===== src/lpht_pkg.sv =====
// Shared types and codes for the linear probing hash table.
// No dependencies; used by the top level and the testbench.
`default_nettype none

package lpht_pkg;

    localparam int KEY_W    = 32;
    localparam int ACTION_W = 2;
    localparam int STATUS_W = 3;
    localparam int OVAL_W   = 32;

    localparam logic [ACTION_W-1:0] ACT_PUT    = 2'd0;
    localparam logic [ACTION_W-1:0] ACT_GET    = 2'd1;
    localparam logic [ACTION_W-1:0] ACT_REMOVE = 2'd2;

    localparam logic [STATUS_W-1:0] STAT_INSERTED  = 3'd0;
    localparam logic [STATUS_W-1:0] STAT_UPDATED   = 3'd1;
    localparam logic [STATUS_W-1:0] STAT_FOUND     = 3'd2;
    localparam logic [STATUS_W-1:0] STAT_REMOVED   = 3'd3;
    localparam logic [STATUS_W-1:0] STAT_NOT_FOUND = 3'd4;
    localparam logic [STATUS_W-1:0] STAT_FULL      = 3'd5;

    // Width of the step counter for the hash reduction mod SLOTS (three steps)
    localparam int MOD_STEP_W = 2;

    typedef enum logic [3:0] {
        S_CLEAR,
        S_IDLE,
        S_MOD,
        S_PROBE,
        S_PUT,
        S_GET_RD,
        S_GET_LAT,
        S_REM_RD,
        S_REM_CP,
        S_REM_PT,
        S_REM_INV,
        S_RESULT
    } t_state;

endpackage

`default_nettype wire


===== src/lpht_ram.sv =====
// Generic simple dual-port RAM: one write port, one read port with registered data.
// No dependencies.
`default_nettype none

module lpht_ram #(
    parameter int WIDTH = 32,
    parameter int DEPTH = 16
) (
    input  wire logic                                    i_clk,
    input  wire logic                                    i_we,
    input  wire logic [(DEPTH > 1 ? $clog2(DEPTH) : 1)-1:0] i_waddr,
    input  wire logic [WIDTH-1:0]                        i_wdata,
    input  wire logic [(DEPTH > 1 ? $clog2(DEPTH) : 1)-1:0] i_raddr,
    output logic      [WIDTH-1:0]                        o_rdata
);

    logic [WIDTH-1:0] r_mem [DEPTH];

    always_ff @(posedge i_clk) begin
        if (i_we) begin
            r_mem[i_waddr] <= i_wdata;
        end
        o_rdata <= r_mem[i_raddr];
    end

endmodule

`default_nettype wire


===== src/linear_probe_hash_table.sv =====
// Lookup: each lookup walks the ring one slot per cycle; put and get do one lookup and remove
// does two lookups plus the swap; when SLOTS is not a power of two, each lookup first reduces
// the hash mod SLOTS.
// Flow: one item at a time; the next transfer is taken the cycle after the result is
// registered.
// Reset: synchronous, active low; a clearing pass then empties the slot RAM, during which
// no item is taken.
`default_nettype none

module linear_probe_hash_table #(
    parameter int SLOTS       = 16,
    parameter int VALUE_WIDTH = 32
) (
    input  wire logic                                i_clk,
    input  wire logic                                i_rst_n,
    input  wire logic                                i_in_valid,
    output logic                                     o_in_ready,
    input  wire logic [lpht_pkg::ACTION_W-1:0]       i_action,
    input  wire logic [lpht_pkg::KEY_W-1:0]          i_key_hash,
    input  wire logic [lpht_pkg::OVAL_W-1:0]         i_value_in,
    output logic                                     o_out_valid,
    input  wire logic                                i_out_ready,
    output logic      [lpht_pkg::STATUS_W-1:0]       o_status,
    output logic      [lpht_pkg::OVAL_W-1:0]         o_value_out,
    output logic      [$clog2(SLOTS+1)-1:0]          o_entry_count
);

    localparam int  PW   = (SLOTS > 1) ? $clog2(SLOTS) : 1;
    localparam int  CW   = $clog2(SLOTS + 1);
    localparam int  KW   = lpht_pkg::KEY_W;
    localparam int  VW   = VALUE_WIDTH;
    localparam int  XW   = (VW > lpht_pkg::OVAL_W) ? VW : lpht_pkg::OVAL_W;
    localparam int  SW   = 1 + KW + PW;       // slot entry: {valid, hash, dense position}
    localparam bit  POW2 = ((SLOTS & (SLOTS - 1)) == 0);
    localparam int  BW   = lpht_pkg::MOD_STEP_W;
    // floor(2^32 / SLOTS): the quotient estimate is never high and at most one low
    localparam logic [KW-1:0] RECIP = KW'((64'd1 << KW) / 64'(SLOTS));

    lpht_pkg::t_state r_state, n_state;

    logic [PW-1:0]     r_idx, n_idx;        // slot address being read
    logic [CW-1:0]     r_iss, n_iss;        // probes issued so far
    logic              r_chk, n_chk;        // read data on the slot RAM is to be checked
    logic [PW-1:0]     r_chk_idx, n_chk_idx;
    logic [KW-1:0]     r_tgt, n_tgt;        // hash being looked up
    logic [KW-1:0]     r_shf, n_shf;
    logic [BW-1:0]     r_bit, n_bit;
    logic [KW-1:0]     r_q, n_q;            // quotient estimate of hash / SLOTS
    logic              r_second, n_second;  // second lookup of a remove
    logic              r_hit, n_hit;
    logic [PW-1:0]     r_s, n_s;            // slot of the key
    logic [PW-1:0]     r_p, n_p;            // dense position of the key
    logic [PW-1:0]     r_ls, n_ls;          // slot of the last dense entry
    logic              r_efound, n_efound;
    logic [PW-1:0]     r_eidx, n_eidx;
    logic [lpht_pkg::ACTION_W-1:0] r_act, n_act;
    logic [VW-1:0]     r_val, n_val;
    logic [VW-1:0]     r_vout, n_vout;
    logic [lpht_pkg::STATUS_W-1:0] r_status, n_status;
    logic [CW-1:0]     r_count, n_count;

    logic                          r_out_valid, n_out_valid;
    logic [lpht_pkg::STATUS_W-1:0] r_out_status, n_out_status;
    logic [lpht_pkg::OVAL_W-1:0]   r_out_value, n_out_value;
    logic [CW-1:0]                 r_out_count, n_out_count;

    logic          slot_we;
    logic [PW-1:0] slot_waddr;
    logic [SW-1:0] slot_wdata;
    logic [SW-1:0] slot_rdata;
    logic          dh_we;
    logic [KW-1:0] dh_wdata;
    logic [KW-1:0] dh_rdata;
    logic          vs_we;
    logic [VW-1:0] vs_wdata;
    logic [VW-1:0] vs_rdata;
    logic [PW-1:0] dense_waddr;
    logic [PW-1:0] dense_raddr;

    logic          sl_valid;
    logic [KW-1:0] sl_hash;
    logic [PW-1:0] sl_pos;
    logic [XW-1:0] vin_x;
    logic [XW-1:0] vout_x;
    logic [PW-1:0] last_pos;
    logic [CW-1:0] count_m1;
    logic [2*KW-1:0] recip_prod;
    logic [KW-1:0] q_times;
    logic [KW-1:0] mod_sub;
    logic          start_lk;
    logic [KW-1:0] start_tgt;
    logic [PW-1:0] idx_inc;

    assign sl_valid = slot_rdata[SW-1];
    assign sl_hash  = slot_rdata[SW-2 -: KW];
    assign sl_pos   = slot_rdata[PW-1:0];

    assign vin_x    = XW'(i_value_in);
    assign vout_x   = XW'(r_vout);
    assign count_m1 = r_count - CW'(1);
    assign last_pos = count_m1[PW-1:0];
    assign idx_inc  = (r_idx == PW'(SLOTS - 1)) ? '0 : r_idx + PW'(1);

    assign recip_prod = (2*KW)'(r_shf) * (2*KW)'(RECIP);
    assign q_times    = r_q * KW'(SLOTS);
    assign mod_sub    = (r_shf >= KW'(SLOTS)) ? r_shf - KW'(SLOTS) : r_shf;

    assign o_in_ready    = (r_state == lpht_pkg::S_IDLE);
    assign o_out_valid   = r_out_valid;
    assign o_status      = r_out_status;
    assign o_value_out   = r_out_value;
    assign o_entry_count = r_out_count;

    assign dense_raddr = (r_state == lpht_pkg::S_REM_RD) ? last_pos : r_p;

    lpht_ram #(.WIDTH(SW), .DEPTH(SLOTS)) u_slot_ram (
        .i_clk   (i_clk),
        .i_we    (slot_we),
        .i_waddr (slot_waddr),
        .i_wdata (slot_wdata),
        .i_raddr (r_idx),
        .o_rdata (slot_rdata)
    );

    lpht_ram #(.WIDTH(KW), .DEPTH(SLOTS)) u_dense_hash_ram (
        .i_clk   (i_clk),
        .i_we    (dh_we),
        .i_waddr (dense_waddr),
        .i_wdata (dh_wdata),
        .i_raddr (dense_raddr),
        .o_rdata (dh_rdata)
    );

    lpht_ram #(.WIDTH(VW), .DEPTH(SLOTS)) u_value_ram (
        .i_clk   (i_clk),
        .i_we    (vs_we),
        .i_waddr (dense_waddr),
        .i_wdata (vs_wdata),
        .i_raddr (dense_raddr),
        .o_rdata (vs_rdata)
    );

    always_ff @(posedge i_clk) begin
        if (!i_rst_n) begin
            r_state     <= lpht_pkg::S_CLEAR;
            r_idx       <= '0;
            r_count     <= '0;
            r_out_valid <= 1'b0;
        end else begin
            r_state     <= n_state;
            r_idx       <= n_idx;
            r_count     <= n_count;
            r_out_valid <= n_out_valid;
        end
    end

    always_ff @(posedge i_clk) begin
        r_iss        <= n_iss;
        r_chk        <= n_chk;
        r_chk_idx    <= n_chk_idx;
        r_tgt        <= n_tgt;
        r_shf        <= n_shf;
        r_bit        <= n_bit;
        r_q          <= n_q;
        r_second     <= n_second;
        r_hit        <= n_hit;
        r_s          <= n_s;
        r_p          <= n_p;
        r_ls         <= n_ls;
        r_efound     <= n_efound;
        r_eidx       <= n_eidx;
        r_act        <= n_act;
        r_val        <= n_val;
        r_vout       <= n_vout;
        r_status     <= n_status;
        r_out_status <= n_out_status;
        r_out_value  <= n_out_value;
        r_out_count  <= n_out_count;
    end

    always_comb begin
        n_state      = r_state;
        n_idx        = r_idx;
        n_iss        = r_iss;
        n_chk        = r_chk;
        n_chk_idx    = r_chk_idx;
        n_tgt        = r_tgt;
        n_shf        = r_shf;
        n_bit        = r_bit;
        n_q          = r_q;
        n_second     = r_second;
        n_hit        = r_hit;
        n_s          = r_s;
        n_p          = r_p;
        n_ls         = r_ls;
        n_efound     = r_efound;
        n_eidx       = r_eidx;
        n_act        = r_act;
        n_val        = r_val;
        n_vout       = r_vout;
        n_status     = r_status;
        n_count      = r_count;
        n_out_valid  = r_out_valid && !i_out_ready;
        n_out_status = r_out_status;
        n_out_value  = r_out_value;
        n_out_count  = r_out_count;

        slot_we     = 1'b0;
        slot_waddr  = r_idx;
        slot_wdata  = '0;
        dh_we       = 1'b0;
        dh_wdata    = r_tgt;
        vs_we       = 1'b0;
        vs_wdata    = r_val;
        dense_waddr = r_p;

        start_lk  = 1'b0;
        start_tgt = r_tgt;

        unique case (r_state)
            lpht_pkg::S_CLEAR: begin
                slot_we    = 1'b1;
                slot_waddr = r_idx;
                n_idx      = idx_inc;
                if (r_idx == PW'(SLOTS - 1)) begin
                    n_state = lpht_pkg::S_IDLE;
                end
            end

            lpht_pkg::S_IDLE: begin
                if (i_in_valid) begin
                    n_act    = i_action;
                    n_val    = vin_x[VW-1:0];
                    n_vout   = '0;
                    n_second = 1'b0;
                    n_status = lpht_pkg::STAT_NOT_FOUND;
                    if (i_action == lpht_pkg::ACT_PUT || i_action == lpht_pkg::ACT_GET ||
                        i_action == lpht_pkg::ACT_REMOVE) begin
                        start_lk  = 1'b1;
                        start_tgt = i_key_hash;
                    end else begin
                        n_state = lpht_pkg::S_RESULT;
                    end
                end
            end

            // hash mod SLOTS: reciprocal multiply, back-multiply and subtract, then
            // one correcting subtract
            lpht_pkg::S_MOD: begin
                n_bit = r_bit - BW'(1);
                if (r_bit == BW'(2)) begin
                    n_q = recip_prod[2*KW-1:KW];
                end else if (r_bit == BW'(1)) begin
                    n_shf = r_shf - q_times;
                end else begin
                    n_state  = lpht_pkg::S_PROBE;
                    n_idx    = mod_sub[PW-1:0];
                    n_iss    = '0;
                    n_chk    = 1'b0;
                    n_efound = 1'b0;
                end
            end

            // one read issued per cycle; the data of the previous read is checked
            lpht_pkg::S_PROBE: begin
                if (r_iss != CW'(SLOTS)) begin
                    n_chk     = 1'b1;
                    n_chk_idx = r_idx;
                    n_idx     = idx_inc;
                    n_iss     = r_iss + CW'(1);
                end else begin
                    n_chk = 1'b0;
                end
                if (r_chk && !sl_valid && !r_efound) begin
                    n_efound = 1'b1;
                    n_eidx   = r_chk_idx;
                end
                if ((r_chk && sl_valid && sl_hash == r_tgt) ||
                    (!r_chk && r_iss == CW'(SLOTS))) begin
                    n_hit = r_chk;
                    if (r_second) begin
                        n_ls    = r_chk_idx;
                        n_state = lpht_pkg::S_REM_PT;
                    end else begin
                        n_s = r_chk_idx;
                        n_p = sl_pos;
                        case (r_act)
                            lpht_pkg::ACT_PUT: begin
                                n_state = lpht_pkg::S_PUT;
                            end
                            lpht_pkg::ACT_GET: begin
                                n_state = r_chk ? lpht_pkg::S_GET_RD : lpht_pkg::S_RESULT;
                            end
                            default: begin
                                if (!r_chk) begin
                                    n_state = lpht_pkg::S_RESULT;
                                end else if (r_count != '0) begin
                                    n_state = lpht_pkg::S_REM_RD;
                                end else begin
                                    n_state = lpht_pkg::S_REM_INV;
                                end
                            end
                        endcase
                    end
                end
            end

            lpht_pkg::S_PUT: begin
                n_state = lpht_pkg::S_RESULT;
                if (r_hit) begin
                    vs_we       = 1'b1;
                    dense_waddr = r_p;
                    n_status    = lpht_pkg::STAT_UPDATED;
                end else if (r_efound && r_count < CW'(SLOTS)) begin
                    slot_we     = 1'b1;
                    slot_waddr  = r_eidx;
                    slot_wdata  = {1'b1, r_tgt, r_count[PW-1:0]};
                    dh_we       = 1'b1;
                    vs_we       = 1'b1;
                    dense_waddr = r_count[PW-1:0];
                    n_count     = r_count + CW'(1);
                    n_status    = lpht_pkg::STAT_INSERTED;
                end else begin
                    n_status = lpht_pkg::STAT_FULL;
                end
            end

            lpht_pkg::S_GET_RD: begin
                n_state = lpht_pkg::S_GET_LAT;
            end

            lpht_pkg::S_GET_LAT: begin
                n_vout   = vs_rdata;
                n_status = lpht_pkg::STAT_FOUND;
                n_state  = lpht_pkg::S_RESULT;
            end

            lpht_pkg::S_REM_RD: begin
                n_state = lpht_pkg::S_REM_CP;
            end

            // last dense entry fills the hole, then its slot is looked up
            lpht_pkg::S_REM_CP: begin
                dh_we       = 1'b1;
                dh_wdata    = dh_rdata;
                vs_we       = 1'b1;
                vs_wdata    = vs_rdata;
                dense_waddr = r_p;
                n_second    = 1'b1;
                start_lk    = 1'b1;
                start_tgt   = dh_rdata;
            end

            lpht_pkg::S_REM_PT: begin
                if (r_hit) begin
                    slot_we    = 1'b1;
                    slot_waddr = r_ls;
                    slot_wdata = {1'b1, r_tgt, r_p};
                end
                n_state = lpht_pkg::S_REM_INV;
            end

            lpht_pkg::S_REM_INV: begin
                slot_we    = 1'b1;
                slot_waddr = r_s;
                slot_wdata = '0;
                if (r_count != '0) begin
                    n_count = count_m1;
                end
                n_status = lpht_pkg::STAT_REMOVED;
                n_state  = lpht_pkg::S_RESULT;
            end

            lpht_pkg::S_RESULT: begin
                if (!r_out_valid || i_out_ready) begin
                    n_out_valid  = 1'b1;
                    n_out_status = r_status;
                    n_out_value  = vout_x[lpht_pkg::OVAL_W-1:0];
                    n_out_count  = r_count;
                    n_state      = lpht_pkg::S_IDLE;
                end
            end

            default: begin
                n_state = lpht_pkg::S_IDLE;
            end
        endcase

        if (start_lk) begin
            n_tgt = start_tgt;
            if (POW2) begin
                n_state  = lpht_pkg::S_PROBE;
                n_idx    = start_tgt[PW-1:0];
                n_iss    = '0;
                n_chk    = 1'b0;
                n_efound = 1'b0;
            end else begin
                n_state = lpht_pkg::S_MOD;
                n_shf   = start_tgt;
                n_bit   = BW'(2);
            end
        end
    end

endmodule

`default_nettype wire


===== config.mk =====
export PLATFORM = sky130hd
export DESIGN_NAME = linear_probe_hash_table
export DESIGN_NICKNAME = d
export VERILOG_FILES = /design/src/lpht_pkg.sv /design/src/lpht_ram.sv /design/src/linear_probe_hash_table.sv
export SDC_FILE = /design/constraint.sdc
export NUM_CORES = 2
export LEC_CHECK = 0
export ABC_AREA = 0
export BUFFER_PORTS_ARGS = -buffer_cell sky130_fd_sc_hd__buf_4
export CAP_MARGIN = 15
export CORE_MARGIN = 8
export CORE_UTILIZATION = 40
export DETAILED_ROUTE_END_ITERATION = 8
export GPL_TIMING_DRIVEN = 0
export PLACE_DENSITY = 0.59
export SETUP_SLACK_MARGIN = 0.05
export SLEW_MARGIN = 15
export SYNTH_ARGS = -nofsm -noshare
export SYNTH_HDL_FRONTEND = slang
export SYNTH_SLANG_ARGS = --single-unit

===== constraint.sdc =====
create_clock -name i_clk -period 3.8 [get_ports i_clk]
set_clock_uncertainty 0.05 [all_clocks]
set_input_delay 0.76 -clock i_clk [delete_from_list [all_inputs] [get_ports i_clk]]
set_output_delay 0.76 -clock i_clk [all_outputs]
set_load 0.01 [all_outputs]

==> impl_metrics.toml <==
[detailed_routing]
average_detailed_routed_wire_length_per_instance_um = 27.6
route.final.wire_length_um = 194000
drtIter0Drc = 4414
route.detailed.vias_per_inst = 5.53
remaining_drc_errors = 0
number_of_routed_nets_with_antenna_violations = 0
via_count = 38842
firstDrtPassIters = 6

[floorplan]
design.portCount = 112
floorplan.die.width_um = 440
std_cell_rows = 155
die_area_um2 = 194000
start_util = 0.403
die_h_um = 440
core_um2 = 179000

[critical_path]
path_class = "register to register"
critical_path.endpoint_type = "register"
critPathLaunch = "r_state[2]$_SDFFE_PP0P_"
timing.critical_path.required_ps = 4290
worstReg2RegEnd = "u_value_ram.r_mem[7][6]$_DFFE_PP_"
critical_path_arrival_ps = 4200
crit_path_start_kind = "register"
cp_max_fo = 20
ff2ff_setup_slack_ps = 90
reg2regPathDepth = 10
rr_startpoint = "r_state[2]$_SDFFE_PP0P_"
setup.worst_path.end = "u_value_ram.r_mem[7][6]$_DFFE_PP_"

[global_route]
maximum_number_of_pins_on_one_net_before_global_route_repair = 31
grt_pass1_vias = 38932
global_route_wire_length_before_repair_um = 278000
grt_usage = 0.196
antenna_found_initial = 4
grt-ovfl-total = 0

[power]
static-leakage-power_nw = 27.8
p_clk_frac = 0.363
netSwitchingPower_mw = 12.3
vdd_ir_drop_max_mv = 0.442
swShare = 0.243
power_per_cell_area_nw_per_um2 = 594
power.combinational.fraction = 0.138
power.total_mw = 50.5
cellInternalPower_mw = 38.2
sequential_cell_fraction_of_total_power = 0.500

[worst_hold_path]
worstHoldPathType = "input port to register"
min_path_cells = 1

[synth]
synthDominantAreaCellType = "sky130_fd_sc_hd__edfxtp_1"
ys_seq_elements = 1903
synth.net_count = 4126
main_combinational_cell_family_by_area_after_synthesis = "multiplexers"
syn_area_per_cell_um2 = 17.8
synth_simple_gate_area_frac = 0.0792
seq_area_frac_synth = 0.777
synth_edf_count = 1781
synth_compound_gate_area_share = 0.0207
post-synth-top-count-cell = "sky130_fd_sc_hd__edfxtp_1"
dominantRegCellSynth = "sky130_fd_sc_hd__edfxtp_1"
post_synth_fa_ha_maj_area_fraction = 0.00139
post_synth_instance_area_um2 = 72000
synth.distinct_cells = 63
async_reset_ff_frac = 0
synth_top_cells_by_count = "1781 x sky130_fd_sc_hd__edfxtp_1, 737 x sky130_fd_sc_hd__nand2_1, 313 x sky130_fd_sc_hd__mux4_2"
syn_inst = 4048
synth_largest_type_area_fraction = 0.743
muxShareOfSynthArea = 0.102
yosys-top-cells-area = "sky130_fd_sc_hd__edfxtp_1 74%, sky130_fd_sc_hd__mux4_2 9.8%, sky130_fd_sc_hd__nand2_1 3.8%"
synthXorXnorAreaFrac = 0.00499
yosysWarningCount = 0

[placement]
placement.setup.worst_slack_ps = -636
dp_hpwl_um = 128000
place_congestion = 0.794
port_buffers = 111
post_dp_cell_area_um2 = 77900

[timing]
achievable_clock_frequency_mhz = 269
finalCritPeriodShare = 0.977
report.final.setup_viol = 0
final-hold-violation-count = 0
max_slew.worst_pin.slew_ps = 1200
rsz0062_at_grt = "yes"
fin_crit_ps = 3710
fin_ws_ps = 89.2
max_slew_vio_count = 0
timing.slew.headroom = 0.193

[clocking]
clockRootBuffer = "sky130_fd_sc_hd__clkbuf_16"
cts_hold_buf = 0
path_clk_slew_ps = 60
clk-insertion-delay-late_ps = 810
cts_inserted_buffers = 186
number_of_clock_sinks_seen_by_cts = 1903
htreeDepth = 4
clock_path_buffers = 3
cts_tree = "built"

[finish]
final_design_area_no_fill_um2 = 85000
finish.utilization = 0.476
layout-drive-gt1-share = 0.232
finalNetCount = 4573
area.growth.synth_to_final_pct = 18.1

[job]
timing.max_cap.violations = 0

[status]
status = "complete, no violations"
metal layers:
layer,share of wire,global-route usage
met5,0,0
met2,0.51,0.339
met1,0.40,0.251
met4,0.035,0.0679
met3,0.064,0.0343
critical path: stages (launching register included):
cell                       delay [ps]
sky130_fd_sc_hd__dfxtp_1          330
sky130_fd_sc_hd__nor2b_1          120
sky130_fd_sc_hd__clkbuf_2         400
sky130_fd_sc_hd__and3_1           220
sky130_fd_sc_hd__clkbuf_1         290
sky130_fd_sc_hd__buf_2            340
sky130_fd_sc_hd__nor2_1            90
sky130_fd_sc_hd__a31oi_1          780
sky130_fd_sc_hd__or2_2            410
sky130_fd_sc_hd__nor2_4           120
sky130_fd_sc_hd__buf_12           240
worst min-delay path by stage:
stage / start / to / slack [ps]
2_1_floorplan: u_slot_ram.o_rdata[0]$_DFF_P_ / r_p[0]$_DFFE_PP_ / 340
3_3_place_gp: u_slot_ram.o_rdata[3]$_DFF_P_ / r_p[3]$_DFFE_PP_ / 340
3_5_place_dp: u_slot_ram.o_rdata[3]$_DFF_P_ / r_p[3]$_DFFE_PP_ / 350
4_1_cts: i_value_in[15] / r_val[15]$_DFFE_PP_ / 30
5_1_grt: i_value_in[15] / r_val[15]$_DFFE_PP_ / 30
6_report: i_value_in[15] / r_val[15]$_DFFE_PP_ / 80
power groups by stage:
stage | sequential, mW | combinational, mW | clock, mW
floorplan | 25.5 | 3.99 | 0
global placement | 25.6 | 5.93 | 0
detailed placement | 25.7 | 6.75 | 0
CTS | 25.2 | 7.02 | 18.6
global route | 25.3 | 7.35 | 19.4
finish | 25.2 | 6.95 | 18.3
stage by stage:
step / instances / setup TNS, ps / hold WS, ps
after CTS: 7000 / 0 / 25.3
final: 7018 / 0 / 79.5
after global routing: 7017 / -185 / 28.9
after detailed placement: 6592 / -790080 / 346
after floorplan: 4048 / -1370 / 336
after global placement: 6514 / -4695430 / 341
logic make-up after synthesis:
| kind of cell | count (synthesis) |
|---|---|
| compound gates | 226 |
| xor+xnor | 41 |
| fa+ha+maj | 8 |
| buf+inv | 243 |
| flops | 1903 |
| mux | 338 |
| simple gates | 1289 |
cell usage in the layout, fill, tap and decap left out, types with 23 or more instances in the layout:
| master | synthesis | routed |
|---|---|---|
| sky130_fd_sc_hd__edfxtp_1 | 1781 | 1781 |
| sky130_fd_sc_hd__nand2_1 | 737 | 732 |
| sky130_fd_sc_hd__mux4_2 | 313 | 313 |
| sky130_fd_sc_hd__nand3_1 | 267 | 266 |
| sky130_fd_sc_hd__clkbuf_16 | 0 | 192 |
| sky130_fd_sc_hd__buf_4 | 9 | 167 |
| sky130_fd_sc_hd__clkbuf_1 | 82 | 130 |
| sky130_fd_sc_hd__dfxtp_1 | 122 | 122 |
| sky130_fd_sc_hd__buf_2 | 96 | 96 |
| sky130_fd_sc_hd__nand4_1 | 76 | 76 |
| sky130_fd_sc_hd__o21ai_1 | 67 | 71 |
| sky130_fd_sc_hd__buf_12 | 0 | 68 |
| sky130_fd_sc_hd__a22oi_1 | 64 | 64 |
| sky130_fd_sc_hd__nor2_4 | 1 | 49 |
| sky130_fd_sc_hd__and3_1 | 38 | 38 |
| sky130_fd_sc_hd__clkinv_2 | 0 | 36 |
| sky130_fd_sc_hd__nor2_1 | 85 | 35 |
| sky130_fd_sc_hd__xnor2_1 | 34 | 34 |
| sky130_fd_sc_hd__buf_16 | 0 | 33 |
| sky130_fd_sc_hd__inv_1 | 27 | 25 |
| sky130_fd_sc_hd__a22o_1 | 23 | 23 |
registers in the layout (all words and copies together) (netlist names), 5 cells and up:
signal	count
u_dense_hash_ram.o_rdata	32
u_value_ram.r_mem	512
o_entry_count	5
r_tgt	32
r_vout	32
r_count	5
u_value_ram.o_rdata	32
o_value_out	32
r_iss	5
u_slot_ram.o_rdata	37
u_dense_hash_ram.r_mem	512
u_slot_ram.r_mem	592
r_val	32
cell type report:
| type | count | area (um2) |
|---|---|---|
| Tap cell | 2355 | 2950 |
| Sequential cell | 1903 | 55900 |
| Clock buffer | 271 | 5320 |
| Antenna cell | 4 | 10.0 |
| Buffer | 214 | 1020 |
| Timing Repair Buffer | 260 | 3480 |
| Multi-Input combinational cell | 1902 | 15500 |
| Fill cell | 14859 | 93600 |
| Inverter | 28 | 105 |
| Clock inverter | 81 | 733 |
what timing repair did:
action                      CTS  global route
setup endpoints to repair  2797          1944
buffers inserted             57            13
pin swaps                    27             4
resized for setup            23            25
No activity file was read; power rests on OpenSTA's default activity.
